==> src/rtl/tbc_pkg.sv <==
// ----------------------------------------------------------------------------
// tbc_pkg
// Shared widths, codes, queue entry type and helpers for the tile/box
// collision block.
// ----------------------------------------------------------------------------
package tbc_pkg;

  // Coordinate format: Q12.4 signed positions, unsigned sizes one bit narrower
  localparam int COORD_BITS   = 16;
  localparam int SIZE_BITS    = COORD_BITS - 1;
  localparam int CONTACT_BITS = COORD_BITS + 1;
  localparam int DEPTH_BITS   = 22;
  // Internal Q.5 math width, roomy enough for every sum and its negation
  localparam int WIDE_BITS    = COORD_BITS + 6;
  localparam int SAT_BITS     = (WIDE_BITS > DEPTH_BITS) ? WIDE_BITS : DEPTH_BITS;

  // Queue between front and back
  localparam int Q_DEPTH      = 2;
  localparam int Q_PTR_BITS   = $clog2(Q_DEPTH);
  localparam int Q_CNT_BITS   = $clog2(Q_DEPTH + 1);

  // Tile kinds
  localparam logic [1:0] KIND_SOLID     = 2'd0;
  localparam logic [1:0] KIND_RAMP_UP   = 2'd1;
  localparam logic [1:0] KIND_RAMP_DOWN = 2'd2;

  // Classification made by the front
  localparam logic [1:0] CLS_MISS  = 2'd0;
  localparam logic [1:0] CLS_SOLID = 2'd1;
  localparam logic [1:0] CLS_RAMP  = 2'd2;

  // Normal component codes
  localparam logic signed [1:0] NORM_ZERO = 2'sb00;
  localparam logic signed [1:0] NORM_POS  = 2'sb01;
  localparam logic signed [1:0] NORM_NEG  = 2'sb11;

  localparam logic signed [SAT_BITS-1:0] DEPTH_HI =
    {{(SAT_BITS - DEPTH_BITS + 1){1'b0}}, {(DEPTH_BITS - 1){1'b1}}};
  localparam logic signed [SAT_BITS-1:0] DEPTH_LO = ~DEPTH_HI;

  typedef struct packed {
    logic [1:0]                   cls;
    logic                         down;      // ramp down: mirror x
    logic                         grounded;
    logic signed [COORD_BITS-1:0] tx;
    logic signed [COORD_BITS-1:0] ty;
    logic [SIZE_BITS-1:0]         tw;
    logic [SIZE_BITS-1:0]         th;
    logic signed [COORD_BITS-1:0] bx;
    logic signed [COORD_BITS-1:0] by;
    logic [SIZE_BITS-1:0]         bw;
    logic [SIZE_BITS-1:0]         bh;
    logic signed [WIDE_BITS-1:0]  xov;       // Q.5 overlaps
    logic signed [WIDE_BITS-1:0]  yov;
    logic signed [WIDE_BITS-1:0]  cx2;       // 2*box_x + box_w
  } tbc_entry_t;

  function automatic logic signed [WIDE_BITS-1:0] pos_ext(
    input logic signed [COORD_BITS-1:0] v);
    pos_ext = WIDE_BITS'(v);
  endfunction

  function automatic logic signed [WIDE_BITS-1:0] size_ext(
    input logic [SIZE_BITS-1:0] v);
    size_ext = signed'(WIDE_BITS'(v));
  endfunction

  function automatic logic signed [DEPTH_BITS-1:0] sat_depth(
    input logic signed [WIDE_BITS-1:0] v);
    logic signed [SAT_BITS-1:0] vx;
    logic signed [SAT_BITS-1:0] r;
    vx = SAT_BITS'(v);
    if (vx > DEPTH_HI) begin
      r = DEPTH_HI;
    end else if (vx < DEPTH_LO) begin
      r = DEPTH_LO;
    end else begin
      r = vx;
    end
    sat_depth = r[DEPTH_BITS-1:0];
  endfunction

endpackage

==> src/rtl/tbc_front.sv <==
// ----------------------------------------------------------------------------
// tbc_front
// Overlap test and classification of one incoming tile/box word.
// ----------------------------------------------------------------------------
module tbc_front (
  input  logic [1:0]                            tile_kind,
  input  logic signed [tbc_pkg::COORD_BITS-1:0] tile_x,
  input  logic signed [tbc_pkg::COORD_BITS-1:0] tile_y,
  input  logic [tbc_pkg::SIZE_BITS-1:0]         tile_w,
  input  logic [tbc_pkg::SIZE_BITS-1:0]         tile_h,
  input  logic signed [tbc_pkg::COORD_BITS-1:0] box_x,
  input  logic signed [tbc_pkg::COORD_BITS-1:0] box_y,
  input  logic [tbc_pkg::SIZE_BITS-1:0]         box_w,
  input  logic [tbc_pkg::SIZE_BITS-1:0]         box_h,
  input  logic                                  grounded,
  output tbc_pkg::tbc_entry_t                   entry
);

  logic signed [tbc_pkg::WIDE_BITS-1:0] tx_s, ty_s, tw_s, th_s;
  logic signed [tbc_pkg::WIDE_BITS-1:0] bx_s, by_s, bw_s, bh_s;
  logic signed [tbc_pkg::WIDE_BITS-1:0] cx2, cy2, dx, dy, adx, ady, xov, yov;
  logic                                 miss, is_ramp, in_span;

  assign tx_s = tbc_pkg::pos_ext(tile_x);
  assign ty_s = tbc_pkg::pos_ext(tile_y);
  assign tw_s = tbc_pkg::size_ext(tile_w);
  assign th_s = tbc_pkg::size_ext(tile_h);
  assign bx_s = tbc_pkg::pos_ext(box_x);
  assign by_s = tbc_pkg::pos_ext(box_y);
  assign bw_s = tbc_pkg::size_ext(box_w);
  assign bh_s = tbc_pkg::size_ext(box_h);

  // center distances in Q.5
  assign cx2 = (bx_s <<< 1) + bw_s;
  assign cy2 = (by_s <<< 1) + bh_s;
  assign dx  = cx2 - ((tx_s <<< 1) + tw_s);
  assign dy  = cy2 - ((ty_s <<< 1) + th_s);
  assign adx = dx[tbc_pkg::WIDE_BITS-1] ? -dx : dx;
  assign ady = dy[tbc_pkg::WIDE_BITS-1] ? -dy : dy;
  assign xov = tw_s + bw_s - adx;
  assign yov = th_s + bh_s - ady;

  assign miss    = xov[tbc_pkg::WIDE_BITS-1] || (xov == '0) ||
                   yov[tbc_pkg::WIDE_BITS-1] || (yov == '0);
  assign is_ramp = (tile_kind == tbc_pkg::KIND_RAMP_UP) ||
                   (tile_kind == tbc_pkg::KIND_RAMP_DOWN);
  // bottom center strictly within the tile's x span
  assign in_span = (cx2 > (tx_s <<< 1)) && (cx2 < ((tx_s + tw_s) <<< 1));

  always_comb begin
    entry.tx       = tile_x;
    entry.ty       = tile_y;
    entry.tw       = tile_w;
    entry.th       = tile_h;
    entry.bx       = box_x;
    entry.by       = box_y;
    entry.bw       = box_w;
    entry.bh       = box_h;
    entry.grounded = grounded;
    entry.down     = (tile_kind == tbc_pkg::KIND_RAMP_DOWN);
    entry.xov      = xov;
    entry.yov      = yov;
    entry.cx2      = cx2;
    if (miss || (is_ramp && !in_span)) begin
      entry.cls = tbc_pkg::CLS_MISS;
    end else if (is_ramp) begin
      entry.cls = tbc_pkg::CLS_RAMP;
    end else begin
      entry.cls = tbc_pkg::CLS_SOLID;
    end
  end

endmodule

==> src/rtl/tbc_queue.sv <==
// ----------------------------------------------------------------------------
// tbc_queue
// Short FIFO of classified words between the front and the back.
// ----------------------------------------------------------------------------
module tbc_queue (
  input  logic                clk,
  input  logic                rst_n,
  input  logic                push,
  input  tbc_pkg::tbc_entry_t push_entry,
  input  logic                pop,
  output tbc_pkg::tbc_entry_t head,
  output logic                full,
  output logic                empty
);

  localparam logic [tbc_pkg::Q_PTR_BITS-1:0] PTR_LAST =
    tbc_pkg::Q_PTR_BITS'(tbc_pkg::Q_DEPTH - 1);
  localparam logic [tbc_pkg::Q_CNT_BITS-1:0] CNT_FULL =
    tbc_pkg::Q_CNT_BITS'(tbc_pkg::Q_DEPTH);

  tbc_pkg::tbc_entry_t                 mem_r [tbc_pkg::Q_DEPTH];
  logic [tbc_pkg::Q_PTR_BITS-1:0]      wr_ptr_r, wr_ptr_nxt;
  logic [tbc_pkg::Q_PTR_BITS-1:0]      rd_ptr_r, rd_ptr_nxt;
  logic [tbc_pkg::Q_CNT_BITS-1:0]      count_r, count_nxt;

  assign full  = (count_r == CNT_FULL);
  assign empty = (count_r == '0);
  assign head  = mem_r[rd_ptr_r];

  always_comb begin
    wr_ptr_nxt = wr_ptr_r;
    rd_ptr_nxt = rd_ptr_r;
    count_nxt  = count_r;
    if (push) begin
      wr_ptr_nxt = (wr_ptr_r == PTR_LAST) ? '0 : wr_ptr_r + 1'b1;
    end
    if (pop) begin
      rd_ptr_nxt = (rd_ptr_r == PTR_LAST) ? '0 : rd_ptr_r + 1'b1;
    end
    if (push && !pop) begin
      count_nxt = count_r + 1'b1;
    end else if (pop && !push) begin
      count_nxt = count_r - 1'b1;
    end
  end

  always_ff @(posedge clk) begin
    if (!rst_n) begin
      wr_ptr_r <= '0;
      rd_ptr_r <= '0;
      count_r  <= '0;
    end else begin
      wr_ptr_r <= wr_ptr_nxt;
      rd_ptr_r <= rd_ptr_nxt;
      count_r  <= count_nxt;
    end
  end

  always_ff @(posedge clk) begin
    if (push) begin
      mem_r[wr_ptr_r] <= push_entry;
    end
  end

endmodule

==> src/rtl/tbc_back.sv <==
// ----------------------------------------------------------------------------
// tbc_back
// Resolves a classified word into normal, depth and contact and holds the
// result in the output register.
// ----------------------------------------------------------------------------
module tbc_back (
  input  logic                                    clk,
  input  logic                                    rst_n,
  input  tbc_pkg::tbc_entry_t                     head,
  input  logic                                    empty,
  output logic                                    pop,
  output logic                                    out_valid,
  input  logic                                    out_stall,
  output logic                                    out_hit,
  output logic signed [tbc_pkg::CONTACT_BITS-1:0] out_contact_x,
  output logic signed [tbc_pkg::CONTACT_BITS-1:0] out_contact_y,
  output logic signed [1:0]                       out_normal_x,
  output logic signed [1:0]                       out_normal_y,
  output logic signed [tbc_pkg::DEPTH_BITS-1:0]   out_depth
);

  logic signed [tbc_pkg::WIDE_BITS-1:0] tx, ty, tw, th, bx, by, bw, bh;
  logic signed [tbc_pkg::WIDE_BITS-1:0] cx2m, bottom, dist2, cx_sel, cy_sel, d_sel;
  logic signed [tbc_pkg::WIDE_BITS-1:0] t_right, t_bot, b_right, b_bot;
  logic                                 drop;
  logic                                 hit_nxt;
  logic signed [1:0]                    nx_nxt, ny_nxt;

  logic                                 valid_r;
  logic                                 hit_r;
  logic signed [tbc_pkg::CONTACT_BITS-1:0] cx_r, cy_r;
  logic signed [1:0]                    nx_r, ny_r;
  logic signed [tbc_pkg::DEPTH_BITS-1:0] depth_r, depth_nxt;

  assign tx = tbc_pkg::pos_ext(head.tx);
  assign ty = tbc_pkg::pos_ext(head.ty);
  assign tw = tbc_pkg::size_ext(head.tw);
  assign th = tbc_pkg::size_ext(head.th);
  assign bx = tbc_pkg::pos_ext(head.bx);
  assign by = tbc_pkg::pos_ext(head.by);
  assign bw = tbc_pkg::size_ext(head.bw);
  assign bh = tbc_pkg::size_ext(head.bh);

  assign t_right = tx + tw;
  assign t_bot   = ty + th;
  assign b_right = bx + bw;
  assign b_bot   = by + bh;

  // ramp: mirrored bottom center, distance of the box bottom above the slope
  assign bottom = b_bot;
  assign cx2m   = head.down ? ((tx <<< 2) + (tw <<< 1) - head.cx2) : head.cx2;
  assign dist2  = (t_bot <<< 1) - (cx2m - (tx <<< 1)) - (bottom <<< 1);
  assign drop   = !head.grounded && !dist2[tbc_pkg::WIDE_BITS-1] && (dist2 != '0);

  always_comb begin
    hit_nxt = 1'b0;
    cx_sel  = '0;
    cy_sel  = '0;
    d_sel   = '0;
    nx_nxt  = tbc_pkg::NORM_ZERO;
    ny_nxt  = tbc_pkg::NORM_ZERO;
    case (head.cls)
      tbc_pkg::CLS_RAMP: begin
        if (!drop) begin
          hit_nxt = 1'b1;
          cx_sel  = cx2m >>> 1;  // floor to Q12.4
          cy_sel  = bottom;
          ny_nxt  = tbc_pkg::NORM_NEG;
          d_sel   = -dist2;
        end
      end
      tbc_pkg::CLS_SOLID: begin
        hit_nxt = 1'b1;
        if (head.xov < head.yov) begin
          cx_sel = (tx > bx) ? tx : bx;
          cy_sel = (ty > by) ? ty : by;
          nx_nxt = (bx < tx) ? tbc_pkg::NORM_NEG : tbc_pkg::NORM_POS;
          d_sel  = head.xov;
        end else begin
          // ties go to the y axis
          cx_sel = (t_right < b_right) ? t_right : b_right;
          cy_sel = (t_bot < b_bot) ? t_bot : b_bot;
          ny_nxt = (by < ty) ? tbc_pkg::NORM_NEG : tbc_pkg::NORM_POS;
          d_sel  = head.yov;
        end
      end
      default: begin
        hit_nxt = 1'b0;
      end
    endcase
    depth_nxt = tbc_pkg::sat_depth(d_sel);
  end

  assign pop = !empty && (!valid_r || !out_stall);

  always_ff @(posedge clk) begin
    if (!rst_n) begin
      valid_r <= 1'b0;
    end else if (pop) begin
      valid_r <= 1'b1;
    end else if (!out_stall) begin
      valid_r <= 1'b0;
    end
  end

  always_ff @(posedge clk) begin
    if (pop) begin
      hit_r   <= hit_nxt;
      cx_r    <= cx_sel[tbc_pkg::CONTACT_BITS-1:0];
      cy_r    <= cy_sel[tbc_pkg::CONTACT_BITS-1:0];
      nx_r    <= nx_nxt;
      ny_r    <= ny_nxt;
      depth_r <= depth_nxt;
    end
  end

  assign out_valid     = valid_r;
  assign out_hit       = hit_r;
  assign out_contact_x = cx_r;
  assign out_contact_y = cy_r;
  assign out_normal_x  = nx_r;
  assign out_normal_y  = ny_r;
  assign out_depth     = depth_r;

endmodule

==> src/rtl/tile_box_collision.sv <==
// ----------------------------------------------------------------------------
// tile_box_collision
// Streaming collision test of one tile rectangle against one hitbox per word.
// ----------------------------------------------------------------------------
// Each input word carries a tile (solid, ramp up or ramp down), a hitbox and
// a grounded flag, all in Q12.4; each produces exactly one result word with
// hit, contact point, unit normal and a saturated Q.5 penetration depth (all
// zero on a miss). Throughput is one word per clock in steady state while
// out_stall is low. The word is classified on the way into a two-entry
// queue and resolved on the way out of it into the output register.
// in_stall rises only when the queue holds two words, which happens once
// the result side has stalled long enough to back it up.
// No configuration and no state is kept between words.
// ----------------------------------------------------------------------------
module tile_box_collision (
  input  logic                                    clk,
  input  logic                                    rst_n,
  // input channel
  input  logic                                    in_valid,
  output logic                                    in_stall,
  input  logic [1:0]                              in_tile_kind,
  input  logic signed [tbc_pkg::COORD_BITS-1:0]   in_tile_x,
  input  logic signed [tbc_pkg::COORD_BITS-1:0]   in_tile_y,
  input  logic [tbc_pkg::SIZE_BITS-1:0]           in_tile_w,
  input  logic [tbc_pkg::SIZE_BITS-1:0]           in_tile_h,
  input  logic signed [tbc_pkg::COORD_BITS-1:0]   in_box_x,
  input  logic signed [tbc_pkg::COORD_BITS-1:0]   in_box_y,
  input  logic [tbc_pkg::SIZE_BITS-1:0]           in_box_w,
  input  logic [tbc_pkg::SIZE_BITS-1:0]           in_box_h,
  input  logic                                    in_grounded,
  // result channel
  output logic                                    out_valid,
  input  logic                                    out_stall,
  output logic                                    out_hit,
  output logic signed [tbc_pkg::CONTACT_BITS-1:0] out_contact_x,
  output logic signed [tbc_pkg::CONTACT_BITS-1:0] out_contact_y,
  output logic signed [1:0]                       out_normal_x,
  output logic signed [1:0]                       out_normal_y,
  output logic signed [tbc_pkg::DEPTH_BITS-1:0]   out_depth
);

  tbc_pkg::tbc_entry_t front_entry;  // classified word from the front
  tbc_pkg::tbc_entry_t q_head;       // oldest queued word
  logic                q_full;
  logic                q_empty;
  logic                push;
  logic                pop;

  assign in_stall = q_full;
  assign push     = in_valid && !q_full;

  // Front: overlap per axis and solid / ramp / miss decision
  tbc_front u_front (
    .tile_kind (in_tile_kind),
    .tile_x    (in_tile_x),
    .tile_y    (in_tile_y),
    .tile_w    (in_tile_w),
    .tile_h    (in_tile_h),
    .box_x     (in_box_x),
    .box_y     (in_box_y),
    .box_w     (in_box_w),
    .box_h     (in_box_h),
    .grounded  (in_grounded),
    .entry     (front_entry)
  );

  // Decoupling queue: lets the input keep flowing while a result waits
  tbc_queue u_queue (
    .clk        (clk),
    .rst_n      (rst_n),
    .push       (push),
    .push_entry (front_entry),
    .pop        (pop),
    .head       (q_head),
    .full       (q_full),
    .empty      (q_empty)
  );

  // Back: slope test / axis pick, saturation, output register
  tbc_back u_back (
    .clk           (clk),
    .rst_n         (rst_n),
    .head          (q_head),
    .empty         (q_empty),
    .pop           (pop),
    .out_valid     (out_valid),
    .out_stall     (out_stall),
    .out_hit       (out_hit),
    .out_contact_x (out_contact_x),
    .out_contact_y (out_contact_y),
    .out_normal_x  (out_normal_x),
    .out_normal_y  (out_normal_y),
    .out_depth     (out_depth)
  );

endmodule

==> config.mk <==
export PLATFORM = sky130hd
export DESIGN_NAME = tile_box_collision
export DESIGN_NICKNAME = d
export VERILOG_FILES = /design/src/rtl/tbc_pkg.sv /design/src/rtl/tbc_front.sv /design/src/rtl/tbc_queue.sv /design/src/rtl/tbc_back.sv /design/src/rtl/tile_box_collision.sv
export SDC_FILE = /design/constraint.sdc
export NUM_CORES = 1
export LEC_CHECK = 0
export BUFFER_PORTS_ARGS = -buffer_cell sky130_fd_sc_hd__buf_2
export CAP_MARGIN = 20
export CORE_MARGIN = 3
export CORE_UTILIZATION = 35
export CTS_CLUSTER_SIZE = 10
export DETAILED_ROUTE_END_ITERATION = 10
export GPL_ROUTABILITY_DRIVEN = 0
export PLACE_DENSITY = 0.62
export SETUP_SLACK_MARGIN = 0.5
export SYNTH_ARGS = -nofsm -noshare
export SYNTH_HDL_FRONTEND = slang
export SYNTH_SLANG_ARGS = --single-unit
==> constraint.sdc <==
create_clock -name clk -period 12.5 [get_ports clk]
set_input_delay 1.875 -clock clk [delete_from_list [all_inputs] [get_ports clk]]
set_output_delay 1.875 -clock clk [all_outputs]
set_load 0.02 [all_outputs]
* Word-level counts from Yosys, hierarchy flattened *
Memory sizes are Yosys's and may differ from the RTL's. A register that Yosys moved wholly into a read port is not among the register bits.
Index checks and enable logic that the tools add are counted.
W data, S select, Z words.

cells by class
  mux-type cells = 36
  add/sub/neg operators = 27
  $lt $le $gt $ge = 11
  eq/ne operators = 6
  reduce and logical (&&, ||, !) cells = 29

operators with widths
  cell                    number
  $mux W17                8
  $mux W22                6
  $sub A22 B22 Y22        4
  $add A16 B16 Y17        5
  $add A17 B16 Y18        4
  $pmux W17 S2            2
  $neg A22 Y22            3
  $logic_not A22 Y1       2
  $pmux W22 S2            1
  $lt A17 B17 Y1          2
  $add A15 B15 Y16        2
  $gt A16 B16 Y1          2
  $lt A16 B16 Y1          2
  $gt A22 B22 Y1 const B  1
  $lt A22 B22 Y1          1
  $lt A22 B22 Y1 const B  1
  $reduce_bool A22 Y1     1
  $sub A18 B22 Y22        1
  $sub A22 B17 Y22        1
  $sub A22 B18 Y22        1
  $add A18 B17 Y19        1
  $sub A18 B18 Y19        1
  $gt A18 B17 Y1          1
  $lt A18 B18 Y1          1
  other kinds (16)        55

storage, ports and cells
  bits in registers = 66
  memory bits (writable) = 388
  memories kept = 1

memory list
  name           words  bits a word  rd ports  clocked after memory_dff  wr ports  RTL line         RTL
  u_queue.mem_r  2      194          1         1                         1         tbc_queue.sv:21  tbc_pkg::tbc_entry_t mem_r [tbc_pkg::Q_DEPTH];

* Logic depth before layout (Yosys ltp) *
  depth in word-level cells = 13
  mapped depth = 45

* Hierarchy *
A second synthesis with hierarchy kept.

unflattened totals
  cell total of the unflattened synthesis = 3,462
  area, all modules = 37,768.7 µm²

by module, submodules not included
  module              times used  cells an instance  area an instance (µm²)
  tbc_queue           1           626                14,885.5
  tbc_back            1           1,483              12,517.0
  tbc_front           1           1,352              10,352.4
  tile_box_collision  1           1                  13.8

* Worst setup path after synthesis *
OpenSTA, ideal clock, no wires.

  kind = input-to-reg
  start point = in in_valid
  end point = mem u_queue.mem_r[0][100] (netlist bit) (enable)
  path buffers = 0
  library setup time = 738 ps
  slack = 2,035 ps
  stages on the path = 2
  data arrival time = 9,727 ps
  cell sequence = nand2_1 -> nor2_1

between the ends
  word-level cells in the longest chain between the ends = 3

ends and longest elaborated chain
  element                        RTL line                  RTL
  start: declaration             tile_box_collision.sv:19  input logic in_valid,
  $logic_and A1 B1 Y1            tile_box_collision.sv:50  assign push = in_valid && !q_full;
  $mux W1                        tbc_queue.sv:60           if (push) begin
  $mux W1 (implied by the code)  tbc_queue.sv:61           mem_r[wr_ptr_r] <= push_entry;
  end: declaration               tbc_queue.sv:21

No other way between the ends.

==> run metrics <==
Worst EP required 12.82 ns; Synth warnings 0; TritonCTS buffer count 54; Port Buf Inserts 193; I/O pins 194; Rows 116; max incr delay on CP 0.75 ns; slowest CP cell o21ai_4; most common cell after layout, fill and taps aside edfxtp_1; Yosys reg bits 441; most frequent cells in the layout edfxtp_1 (435), ha_1 (395), inv_1 (299); unrepaired setup endpoints after global routing false; Worst-path clk slew 0.06 ns; Post-CTS Hold Fix Bufs 0; Global Route Usage Sum 19.9%; first-pass GRT wire length 157 mm; Synth cell types 97; die area 105000 µm²; Post-synth EDFFs 435; GR Overflow Total 0; Chip Height 324 µm; hpwl dp 85.6 mm; Worst setup SP type register; worst min path class reg -> reg; H-tree Lvls 2; synth top area cells edfxtp_1 (37%), ha_1 (14%), mux2_2 (4.9%), xnor2_1 (4.3%), fa_1 (3.9%); crit end category register; via count 26800; vias in the first global route 25500; # nets final 4177; Core ar. 100000 µm²; Crit Path Max Fanout 45; syn avg cell area 10.5 µm²; maximum number of pins on one net before global-route repair 153; CTS tree yes; post_cts resized 0; DRT antenna net count 0; Tmin final 10.25 ns; Synth-to-Final Area Change 11.5%; final setup violation count 0; WL final 107 mm; chip width 324 µm; Worst Skew 0.0384 ns; Worst Setup Path Type reg -> reg; post-CTS setup buffer count 0; f_max 97.5 MHz; Least-Margin Pin Slew 1.12 ns; worst hold stages 2; Critical Path AT 10.57 ns; DR WL/cell 21.8 µm; total of max-cap violations 0; layout cells sized above 1 14.3%; family with the most delay on the worst path compound AO/OA/AOI/OAI gates; Clock Tree Root clkbuf_16; post-synth top area cell edfxtp_1; Critical path buffers and inverters 5; Seq/Total Area, Yosys 37.2%; maximum clock path buffer count 3; critical path depth 30; Max transition margin 24.3%; initial antenna violation count 14; Main synth FF type edfxtp_1; Initial Utilization 35.3%; clk_lat worst skew 0.62 ns; status finished clean; Async SR Flop Fraction 0%; cell count after synthesis 3384; Clock Sink Count 441; Vias/cell 5.46; Syn Std Cell Area 35400 µm²; Synth top area share 36.9%; 1st-pass router iterations 6; Pins Over Slew Limit 0; R2R depth 30; final sum of negative setup slack 0 ns; # DRC 0; Final Cycle Share 82.0%; Hold Violations, Final 0; number of DRC markers in iteration 0 2174
worst paths after layout:
check                                start                                  to  slack [ns]
max                               register  u_back.out_contact_y[15]$_DFFE_PP_        2.25
min reg2reg  u_back.out_valid$_SDFFE_PN0P_       u_back.out_valid$_SDFFE_PN0P_        0.49
min          u_back.out_valid$_SDFFE_PN0P_       u_back.out_valid$_SDFFE_PN0P_        0.49
max reg2reg                       register  u_back.out_contact_y[15]$_DFFE_PP_        2.25
synthesized netlist by cell type (34+ instances only):
master	count
clkbuf_1	41
edfxtp_1	435
inv_1	300
mux2_2	153
mux2i_1	76
nand2_1	131
nor2_1	206
o21bai_1	49
a21o_1	97
nand3_1	53
a21oi_1	256
xnor2_1	175
xor2_1	84
fa_1	69
o22ai_1	34
nor3_1	61
nor2b_1	43
nand2b_1	37
ha_1	395
o21a_1	66
o21ai_0	143
cell type report:
cell class,count,area [µm²]
clock buffers,64,1440
clock inverters,11,119
well taps,1298,1620
multi-input cells,2570,20800
flip-flops and latches,441,13200
fillers,9683,60700
inverters,300,1130
repair buffers,215,1140
diodes,8,20.0
cell families after synthesis:
kind of cell / count (synthesis) / synth area share [%]
AOI/OAI and AO/OA: 908 / 17.2
and+or+nand+nor: 706 / 10.1
adders and majority gates: 464 / 17.9
DFF: 441 / 37.2
buffers and inverters: 374 / 4.11
xor gates and xnor gates: 260 / 6.47
muxes: 230 / 7.06
other: 1 / 0.0106
metal layers:
metal	up-vias	GRT usage, %	share of wire [%]
met2	773	31.1	44
li1	13000	-	-
met5	-	0	0.020
met3	177	3.18	6.2
met4	4	8.30	4.2
met1	12900	27.5	45
sequential cells by signal (all words and copies together) (netlist names), named ones only:
signal,cells
u_back.out_contact_x,17
u_back.out_contact_y,17
u_back.out_depth,22
u_back.out_hit,1
u_back.out_normal_x,2
u_back.out_normal_y,2
u_back.out_valid,1
u_queue.count_r,2
u_queue.mem_r,374
u_queue.rd_ptr_r,1
u_queue.wr_ptr_r,1
stage by stage:
step | cell area [µm²] | utilization [%] | hold WS [ns] | worst slack [ns] | instances
2_1_floorplan | 35400 | - | 0.488 | 2.03 | 3385
3_3_place_gp | 37900 | 37.8 | 0.470 | 2.10 | 4824
3_5_place_dp | 37900 | 37.8 | 0.488 | 1.84 | 4824
4_1_cts | 39500 | 39.4 | 0.497 | 2.34 | 4899
5_1_grt | 39500 | 39.4 | 0.511 | 1.66 | 4903
6_report | 39500 | 39.4 | 0.492 | 2.25 | 4907
worst register-to-register path, delay by kind of cell, from the launching register on:
family	cells	cell delay, ns
xor+xnor	2	0.51
mux	1	0.61
flops	1	0.59
fa+ha+maj	4	1.67
buf+inv	5	1.57
compound gates	13	4.30
simple gates	5	0.72
Power is not shown: default switching activity piles up to over one toggle a cycle in this logic, so the estimate is an artifact.
